### config.mk
export PLATFORM = sky130hd
export DESIGN_NAME = analog_encoder_edge_counter
export DESIGN_NICKNAME = d
export VERILOG_FILES = /design/src/sv/aeec_pkg.sv /design/src/sv/analog_encoder_edge_counter.sv
export SDC_FILE = /design/constraint.sdc
export NUM_CORES = 1
export LEC_CHECK = 0
export BUFFER_PORTS_ARGS = -buffer_cell sky130_fd_sc_hd__buf_2
export CAP_MARGIN = 20
export CELL_PAD_IN_SITES_DETAIL_PLACEMENT = 0
export CELL_PAD_IN_SITES_GLOBAL_PLACEMENT = 1
export CORE_ASPECT_RATIO = 0.75
export CORE_UTILIZATION = 31
export CTS_BUF_LIST = sky130_fd_sc_hd__clkbuf_4 sky130_fd_sc_hd__clkbuf_8
export DETAILED_ROUTE_END_ITERATION = 7
export GPL_ROUTABILITY_DRIVEN = 0
export GPL_TIMING_DRIVEN = 0
export PLACE_DENSITY = 0.59
export SYNTH_ARGS = -nofsm -noshare
export SYNTH_HDL_FRONTEND = slang
export SYNTH_SLANG_ARGS = --single-unit
### constraint.sdc
create_clock -name clk_i -period 12.9 [get_ports clk_i]
set_input_delay 0 -clock clk_i [delete_from_list [all_inputs] [get_ports clk_i]]
set_output_delay 0 -clock clk_i [all_outputs]
set_load 0.05 [all_outputs]
### src/sv/aeec_pkg.sv
`default_nettype none
// ----------------------------------------------------------------------------
// aeec_pkg
// Shared widths, defaults and register indexes of the analog encoder edge
// counter.
// ----------------------------------------------------------------------------
package aeec_pkg;

  localparam int unsigned BURST_LEN_DEF   = 8;
  localparam int unsigned SAMPLE_BITS_DEF = 12;

  localparam int unsigned COUNT_W = 4;
  localparam int unsigned CFG_W   = 12;
  localparam int unsigned LIMIT_W = 8;
  localparam int unsigned EDGE_W  = 32;
  localparam int unsigned RUN_W   = 8;
  localparam int unsigned IDX_W   = 3;

  localparam logic [CFG_W-1:0]   UPPER_RST  = CFG_W'(2050);
  localparam logic [CFG_W-1:0]   LOWER_RST  = CFG_W'(1950);
  localparam logic [CFG_W-1:0]   TOL_RST    = CFG_W'(50);
  localparam logic [LIMIT_W-1:0] LIMIT_RST  = LIMIT_W'(50);
  localparam logic [CFG_W-1:0]   MARGIN_RST = CFG_W'(100);

  typedef enum logic [IDX_W-1:0] {
    CFG_UPPER  = 3'd0,
    CFG_LOWER  = 3'd1,
    CFG_TOL    = 3'd2,
    CFG_LIMIT  = 3'd3,
    CFG_MARGIN = 3'd4
  } cfg_idx_e;

endpackage
`default_nettype wire

### src/sv/analog_encoder_edge_counter.sv
`default_nettype none
// ----------------------------------------------------------------------------
// analog_encoder_edge_counter
// Flow: ST_IDLE takes a burst, ST_CHECK tests it for stillness, ST_RUN walks
//   the clipped sample_count samples (none for a skipped or empty burst) and
//   ST_FINISH loads the result register; one shared crossing unit handles one
//   sample per cycle. A new burst is taken only back in ST_IDLE, and ST_FINISH
//   stays while the result register waits on m_axis_tready_i.
// Reset: asynchronous, active low; clears control state, sets register defaults.
// ----------------------------------------------------------------------------
module analog_encoder_edge_counter #(
  parameter int unsigned BURST_LEN   = aeec_pkg::BURST_LEN_DEF,
  parameter int unsigned SAMPLE_BITS = aeec_pkg::SAMPLE_BITS_DEF,
  localparam int unsigned IN_W  = aeec_pkg::COUNT_W + BURST_LEN * SAMPLE_BITS,
  localparam int unsigned IN_TW = ((IN_W + 7) / 8) * 8,
  localparam int unsigned OUT_W = aeec_pkg::EDGE_W + SAMPLE_BITS + aeec_pkg::RUN_W,
  localparam int unsigned OUT_TW = ((OUT_W + 7) / 8) * 8
) (
  input  wire logic                            clk_i,
  input  wire logic                            rst_ni,
  input  wire logic                            cfg_valid_i,
  output logic                                 cfg_ready_o,
  input  wire logic [aeec_pkg::IDX_W-1:0]      cfg_index_i,
  input  wire logic [aeec_pkg::CFG_W-1:0]      cfg_data_i,
  input  wire logic                            s_axis_tvalid_i,
  output logic                                 s_axis_tready_o,
  // sample_count, sample_0 .. sample_(BURST_LEN-1), zero pad
  input  wire logic [IN_TW-1:0]                s_axis_tdata_i,
  output logic                                 m_axis_tvalid_o,
  input  wire logic                            m_axis_tready_i,
  // edge_total, current_level, still_run, zero pad
  output logic [OUT_TW-1:0]                    m_axis_tdata_o,
  // burst_skipped
  output logic                                 m_axis_tuser_o
);

  localparam int unsigned CW  = ((SAMPLE_BITS > aeec_pkg::CFG_W) ? SAMPLE_BITS
                                                                 : aeec_pkg::CFG_W) + 2;
  localparam int unsigned IW  = (BURST_LEN > 1) ? $clog2(BURST_LEN) : 1;
  localparam int unsigned SB  = SAMPLE_BITS;
  localparam int unsigned NW  = aeec_pkg::COUNT_W;
  localparam int unsigned RW  = aeec_pkg::RUN_W;
  localparam int unsigned EW  = aeec_pkg::EDGE_W;

  typedef enum logic [3:0] {
    ST_IDLE   = 4'b0001,
    ST_CHECK  = 4'b0010,
    ST_RUN    = 4'b0100,
    ST_FINISH = 4'b1000
  } state_e;

  state_e state_q, state_d;

  logic [aeec_pkg::CFG_W-1:0]   upper_q, lower_q, tol_q, margin_q;
  logic [aeec_pkg::LIMIT_W-1:0] limit_q;

  logic [EW-1:0] edge_q, edge_d;
  logic [SB-1:0] cur_q, cur_d;
  logic          rise_q, rise_d, fall_q, fall_d;
  logic [RW-1:0] still_q, still_d;
  logic [SB-1:0] ref_q, ref_d;
  logic          skip_q, skip_d;
  logic [NW-1:0] rem_q, rem_d;

  logic [SB-1:0] samples_q [BURST_LEN];
  logic [SB-1:0] samples_d [BURST_LEN];

  logic          out_valid_q, out_valid_d;
  logic [EW-1:0] out_edge_q;
  logic [SB-1:0] out_level_q;
  logic [RW-1:0] out_run_q;
  logic          out_skip_q;
  logic          out_load;

  logic          in_fire;
  logic [NW-1:0] count_in, count_clip, last_idx;
  logic [SB-1:0] latest, diff;
  logic [RW-1:0] still_new;

  logic signed [CW-1:0] prev_s, cur_s, up_s, dn_s, mg_s, tol_s, diff_s;

  assign cfg_ready_o     = 1'b1;
  assign s_axis_tready_o = (state_q == ST_IDLE);
  assign in_fire         = s_axis_tvalid_i && s_axis_tready_o;
  assign out_load        = (state_q == ST_FINISH) && (!out_valid_q || m_axis_tready_i);

  assign count_in   = s_axis_tdata_i[NW-1:0];
  assign count_clip = (count_in > NW'(BURST_LEN)) ? NW'(BURST_LEN) : count_in;

  // stillness check on the latched burst
  assign last_idx = (rem_q != '0) ? rem_q - NW'(1) : '0;
  assign latest   = samples_q[last_idx[IW-1:0]];
  assign diff     = (latest >= ref_q) ? latest - ref_q : ref_q - latest;
  assign diff_s   = CW'(diff);
  assign tol_s    = CW'(tol_q);
  assign still_new = (diff_s < tol_s) ? ((still_q != '1) ? still_q + RW'(1) : still_q)
                                      : '0;

  // shared crossing unit operands
  assign prev_s = CW'(cur_q);
  assign cur_s  = CW'(samples_q[0]);
  assign up_s   = CW'(upper_q);
  assign dn_s   = CW'(lower_q);
  assign mg_s   = CW'(margin_q);

  always_comb begin
    state_d     = state_q;
    edge_d      = edge_q;
    cur_d       = cur_q;
    rise_d      = rise_q;
    fall_d      = fall_q;
    still_d     = still_q;
    ref_d       = ref_q;
    skip_d      = skip_q;
    rem_d       = rem_q;
    samples_d   = samples_q;
    out_valid_d = out_valid_q;

    if (m_axis_tready_i) begin
      out_valid_d = 1'b0;
    end

    case (state_q)
      ST_IDLE: begin
        if (in_fire) begin
          for (int i = 0; i < BURST_LEN; i++) begin
            samples_d[i] = s_axis_tdata_i[NW + i*SB +: SB];
          end
          rem_d   = count_clip;
          state_d = ST_CHECK;
        end
      end
      ST_CHECK: begin
        still_d = still_new;
        ref_d   = latest;
        skip_d  = (still_new >= limit_q);
        if ((still_new >= limit_q) || (rem_q == '0)) begin
          state_d = ST_FINISH;
        end else begin
          state_d = ST_RUN;
        end
      end
      ST_RUN: begin
        cur_d = samples_q[0];
        if (!rise_q && (prev_s <= up_s) && (cur_s > up_s)) begin
          edge_d = edge_q + EW'(1);
          rise_d = 1'b1;
          fall_d = 1'b0;
        end else if (!fall_q && (prev_s >= dn_s) && (cur_s < dn_s)) begin
          edge_d = edge_q + EW'(1);
          fall_d = 1'b1;
          rise_d = 1'b0;
        end
        if (rise_d && (cur_s < dn_s - mg_s)) begin
          rise_d = 1'b0;
        end
        if (fall_d && (cur_s > up_s + mg_s)) begin
          fall_d = 1'b0;
        end
        for (int i = 0; i < BURST_LEN - 1; i++) begin
          samples_d[i] = samples_q[i+1];
        end
        rem_d = rem_q - NW'(1);
        if (rem_q == NW'(1)) begin
          state_d = ST_FINISH;
        end
      end
      ST_FINISH: begin
        if (out_load) begin
          out_valid_d = 1'b1;
          state_d     = ST_IDLE;
        end
      end
      default: begin
        state_d = ST_IDLE;
      end
    endcase
  end

  always_ff @(posedge clk_i or negedge rst_ni) begin
    if (!rst_ni) begin
      state_q     <= ST_IDLE;
      upper_q     <= aeec_pkg::UPPER_RST;
      lower_q     <= aeec_pkg::LOWER_RST;
      tol_q       <= aeec_pkg::TOL_RST;
      limit_q     <= aeec_pkg::LIMIT_RST;
      margin_q    <= aeec_pkg::MARGIN_RST;
      edge_q      <= '0;
      cur_q       <= '0;
      rise_q      <= 1'b0;
      fall_q      <= 1'b0;
      still_q     <= '0;
      ref_q       <= '0;
      skip_q      <= 1'b0;
      rem_q       <= '0;
      out_valid_q <= 1'b0;
    end else begin
      state_q     <= state_d;
      edge_q      <= edge_d;
      cur_q       <= cur_d;
      rise_q      <= rise_d;
      fall_q      <= fall_d;
      still_q     <= still_d;
      ref_q       <= ref_d;
      skip_q      <= skip_d;
      rem_q       <= rem_d;
      out_valid_q <= out_valid_d;
      if (cfg_valid_i && cfg_ready_o) begin
        case (cfg_index_i)
          aeec_pkg::CFG_UPPER:  upper_q  <= cfg_data_i;
          aeec_pkg::CFG_LOWER:  lower_q  <= cfg_data_i;
          aeec_pkg::CFG_TOL:    tol_q    <= cfg_data_i;
          aeec_pkg::CFG_LIMIT:  limit_q  <= cfg_data_i[aeec_pkg::LIMIT_W-1:0];
          aeec_pkg::CFG_MARGIN: margin_q <= cfg_data_i;
          default: ;
        endcase
      end
    end
  end

  always_ff @(posedge clk_i) begin
    samples_q <= samples_d;
    if (out_load) begin
      out_edge_q  <= edge_q;
      out_level_q <= cur_q;
      out_run_q   <= still_q;
      out_skip_q  <= skip_q;
    end
  end

  assign m_axis_tvalid_o = out_valid_q;
  assign m_axis_tuser_o  = out_skip_q;
  assign m_axis_tdata_o  = OUT_TW'({out_run_q, out_level_q, out_edge_q});

endmodule
`default_nettype wire

==> out/metrics.cfg <==
[detailed_routing]
dr.first_iter.drc_count = 951
wl_per_cell_um = 20.0
antenna_left = 0
drtPass1Iterations = 5
via_per_inst = 5.00
via_count = 12857
drc = 0
routed_wl_mm = 51.4

[sta]
setup_viol = 0
fin_crit_sh_pct = 75.7
tightest_slew_ns = 0.890
whs_ns = 0.0660
slew_headroom_pct = 40.6
drv_slew = 0
finClkSkew_ns = 0.0485
clock.fmax_ghz = 0.102
rsz0062_at_grt = no
hold_viol = 0
tns_ns = 0
period_minus_slack_ns = 9.76

[pwr]
ir_worst_vdd_v = 0.000185
p_leak_nw = 8.68
powerDensity_nw_per_um2 = 279
power_w = 0.00563

[hold_path]
hold_start = s_axis_tdata_i[88]
hold_path_depth = 2
min_to = samples_q[0]
hp-class = input port to flip-flop

[place]
io_buffers = 174
place_area_um2 = 17700
dp_hpwl_mm = 38.0

[clock_tree]
clk_latency_ns = 0.68
clk_pin_slew_ns = 0.07
clockBufferDepth = 3
numCtsBuffers = 50
root_buffer = clkbuf_8
post_cts_buffers = 0
htreeDepth = 2
cts_tree = built
numClockSinks = 281

[critical_path]
r2r_setup_slack_ns = 3.14
reg2reg_depth = 36
cpPeakStageDelay_ns = 0.54
crit_fanout = 10
r2r_start = rem_q[0]
cp.required_ns = 13.44
crit_path_start_kind = flip-flop
arrival_ns = 10.30
r2r_end = state_q[3]
slowest_stage = clkbuf_1
end_kind = flip-flop
crit_type = flip-flop to flip-flop

[cells_and_area]
drive_gt1_share_pct = 18.1
areaGrowthSynthToFinish_pct = 26.7
post-route-util_pct = 40.0
final.fill_count = 4941
regArea_um2 = 7800
multi_input_area_um2 = 7430
fin_area_um2 = 20100
fin_nets = 2137

[floorplanning]
std_cell_rows = 71
chipHeight_um = 198
core_area_um2 = 50400
pin_count = 184
start_util_pct = 31.6
die_x_um = 264
die-area_um2 = 52200

[global_route]
grt_max_degree = 79
grt_pass1_vias = 12658
grt.total_usage_pct = 19.8
overflow = 0
antenna_found_initial = 2
grt_pass1_wl_mm = 77.6

[run]
drv_cap = 0

[outcome]
status = finished, final reports clean

[synth]
synthesis.area_um2 = 15900
postSynthAreaPerCell_um2 = 10.6
synth_edf_count = 149
ys_ff_latch = 281
synthFlopType = edfxtp_1
synth.distinct_cells = 76
async_flop_share_pct = 47.0
netlist_instances = 1498
seq_area_frac_synth_pct = 49.1
yosys_warnings = 0

==> cell type report <==
| cell class | count | share of cell area [%] |
|---|---|---|
| well taps | 657 | 4.08 |
| diodes | 1 | 0.0124 |
| clock inverters | 22 | 0.627 |
| clock buffers | 72 | 4.49 |
| plain buffers | 68 | 1.47 |
| repair buffers | 316 | 11.7 |
| flip-flops and latches | 281 | 38.7 |
| inverters | 105 | 1.97 |
| multi-input cells | 1047 | 36.9 |
==> state kept, by name, indices dropped and copies added, names as in the netlist, 4 cells and up <==
signal,count
margin_q,12
out_run_q,8
edge_q,32
lower_q,12
samples_q,84
out_edge_q,32
upper_q,12
cur_q,12
ref_q,12
still_q,8
tol_q,12
rem_q,4
out_level_q,12
cur_s,12
limit_q,8
state_q,4
==> synthesized netlist by cell type, types with 4 or more instances <==
master | count | area (um2)
clkbuf_1 | 48 | 180
o32ai_1 | 4 | 35.0
nand2b_1 | 13 | 81.3
a21o_1 | 22 | 165
nor2_1 | 53 | 199
o21bai_1 | 6 | 45.0
xor2_1 | 42 | 368
a211oi_1 | 8 | 60.1
nand4_1 | 23 | 144
dfstp_2 | 20 | 526
a221o_1 | 4 | 40.0
xnor2_1 | 21 | 184
and2_1 | 4 | 25.0
inv_1 | 104 | 390
nor3_1 | 30 | 150
nand2_1 | 194 | 728
nor2b_1 | 18 | 113
o211ai_1 | 7 | 52.6
o21ai_0 | 110 | 551
buf_1 | 4 | 15.0
mux2i_1 | 19 | 190
a31oi_1 | 13 | 81.3
o22ai_1 | 4 | 25.0
nand3_1 | 46 | 230
buf_2 | 9 | 45.0
a22o_1 | 85 | 744
buf_4 | 6 | 45.0
o21a_1 | 7 | 52.6
dfrtp_1 | 112 | 2800
nor3b_1 | 7 | 52.6
mux2_2 | 15 | 169
a21oi_1 | 62 | 310
and3_1 | 10 | 62.6
fa_1 | 4 | 80.1
nor4_2 | 7 | 87.6
edfxtp_1 | 149 | 4470
ha_1 | 140 | 1750
==> through the flow <==
step | setup WS (ns) | cells
after floorplan | 5.89 | 1501
after global placement | 3.16 | 2332
after detailed placement | 3.32 | 2337
after CTS | 3.23 | 2568
after global routing | 2.41 | 2568
final | 3.14 | 2569
==> kinds of logic (layout without fill, tap and decap cells) <==
group / Yosys count / after routing / share of synthesized area [%]
flip-flops: 281 / 281 / 49.1
AND/OR/NAND/NOR: 433 / 433 / 13.4
AO/OA/AOI/OAI: 365 / 365 / 15.5
adder cells (fa/ha/maj): 144 / 144 / 11.5
other: 2 / 6 / 0.0472
buffers and inverters: 173 / 583 / 4.34
XOR/XNOR: 63 / 63 / 3.47
multiplexers: 37 / 37 / 2.68
==> layout by cell type (no fill, tap or decap), types with 17 or more instances in the layout <==
| cell type | count |
|---|---|
| nand2_1 | 194 |
| buf_2 | 182 |
| edfxtp_1 | 149 |
| ha_1 | 140 |
| dlygate4sd3_1 | 136 |
| dfrtp_1 | 112 |
| o21ai_0 | 110 |
| inv_1 | 103 |
| a22o_1 | 85 |
| a21oi_1 | 62 |
| clkbuf_8 | 58 |
| nor2_1 | 53 |
| clkbuf_1 | 48 |
| nand3_1 | 46 |
| xor2_1 | 42 |
| nor3_1 | 30 |
| nand4_1 | 23 |
| a21o_1 | 22 |
| xnor2_1 | 21 |
| dfstp_2 | 20 |
| mux2i_1 | 19 |
| nor2b_1 | 17 |
==> power breakdown <==
group	leakage, nW	internal (W)	switching [W]
combinational	5.12	0.00132	0.00200
sequential	3.01	0.00123	0.000204
clock	0.545	0.000457	0.000419
total	8.68	0.00300	0.00262
==> repair_timing <==
item,CTS,global route
hold endpoints to repair,287,0
gates resized for setup,0,0
setup endpoints to repair,0,0
hold buffers,137,0
==> how the worst max path moves through the flow <==
| stage | end | cells after the start | from |
|---|---|---|---|
| CTS | state_q[3] | 36 | rem_q[0] |
| finish | state_q[3] | 36 | rem_q[0] |
| global placement | state_q[3] | 35 | rem_q[0] |
| detailed placement | state_q[3] | 36 | rem_q[0] |
| floorplan | state_q[3] | 36 | rem_q[0] |
| global route | state_q[3] | 36 | rem_q[0] |
==> routing by layer <==
| metal | vias to the layer above | track usage [%] | wire length, um | share of wire (%) |
|---|---|---|---|---|
| li1 | 6207 | - | - | - |
| met1 | 6186 | 28.9 | 25600 | 50 |
| met2 | 384 | 29.0 | 21400 | 42 |
| met3 | 78 | 4.12 | 3230 | 6.3 |
| met4 | 2 | 6.19 | 1250 | 2.4 |
| met5 | - | 0 | 13 | 0.025 |
==> critical path, delay by kind of cell (launching register included) <==
| family | cells | cell delay (ns) |
|---|---|---|
| fa+ha+maj | 4 | 1.29 |
| xor+xnor | 1 | 0.13 |
| simple gates | 9 | 1.25 |
| buf+inv | 7 | 2.86 |
| mux | 1 | 0.24 |
| flops | 1 | 0.40 |
| compound gates | 14 | 3.44 |
Note: power is estimated with default switching activity, not from simulation.
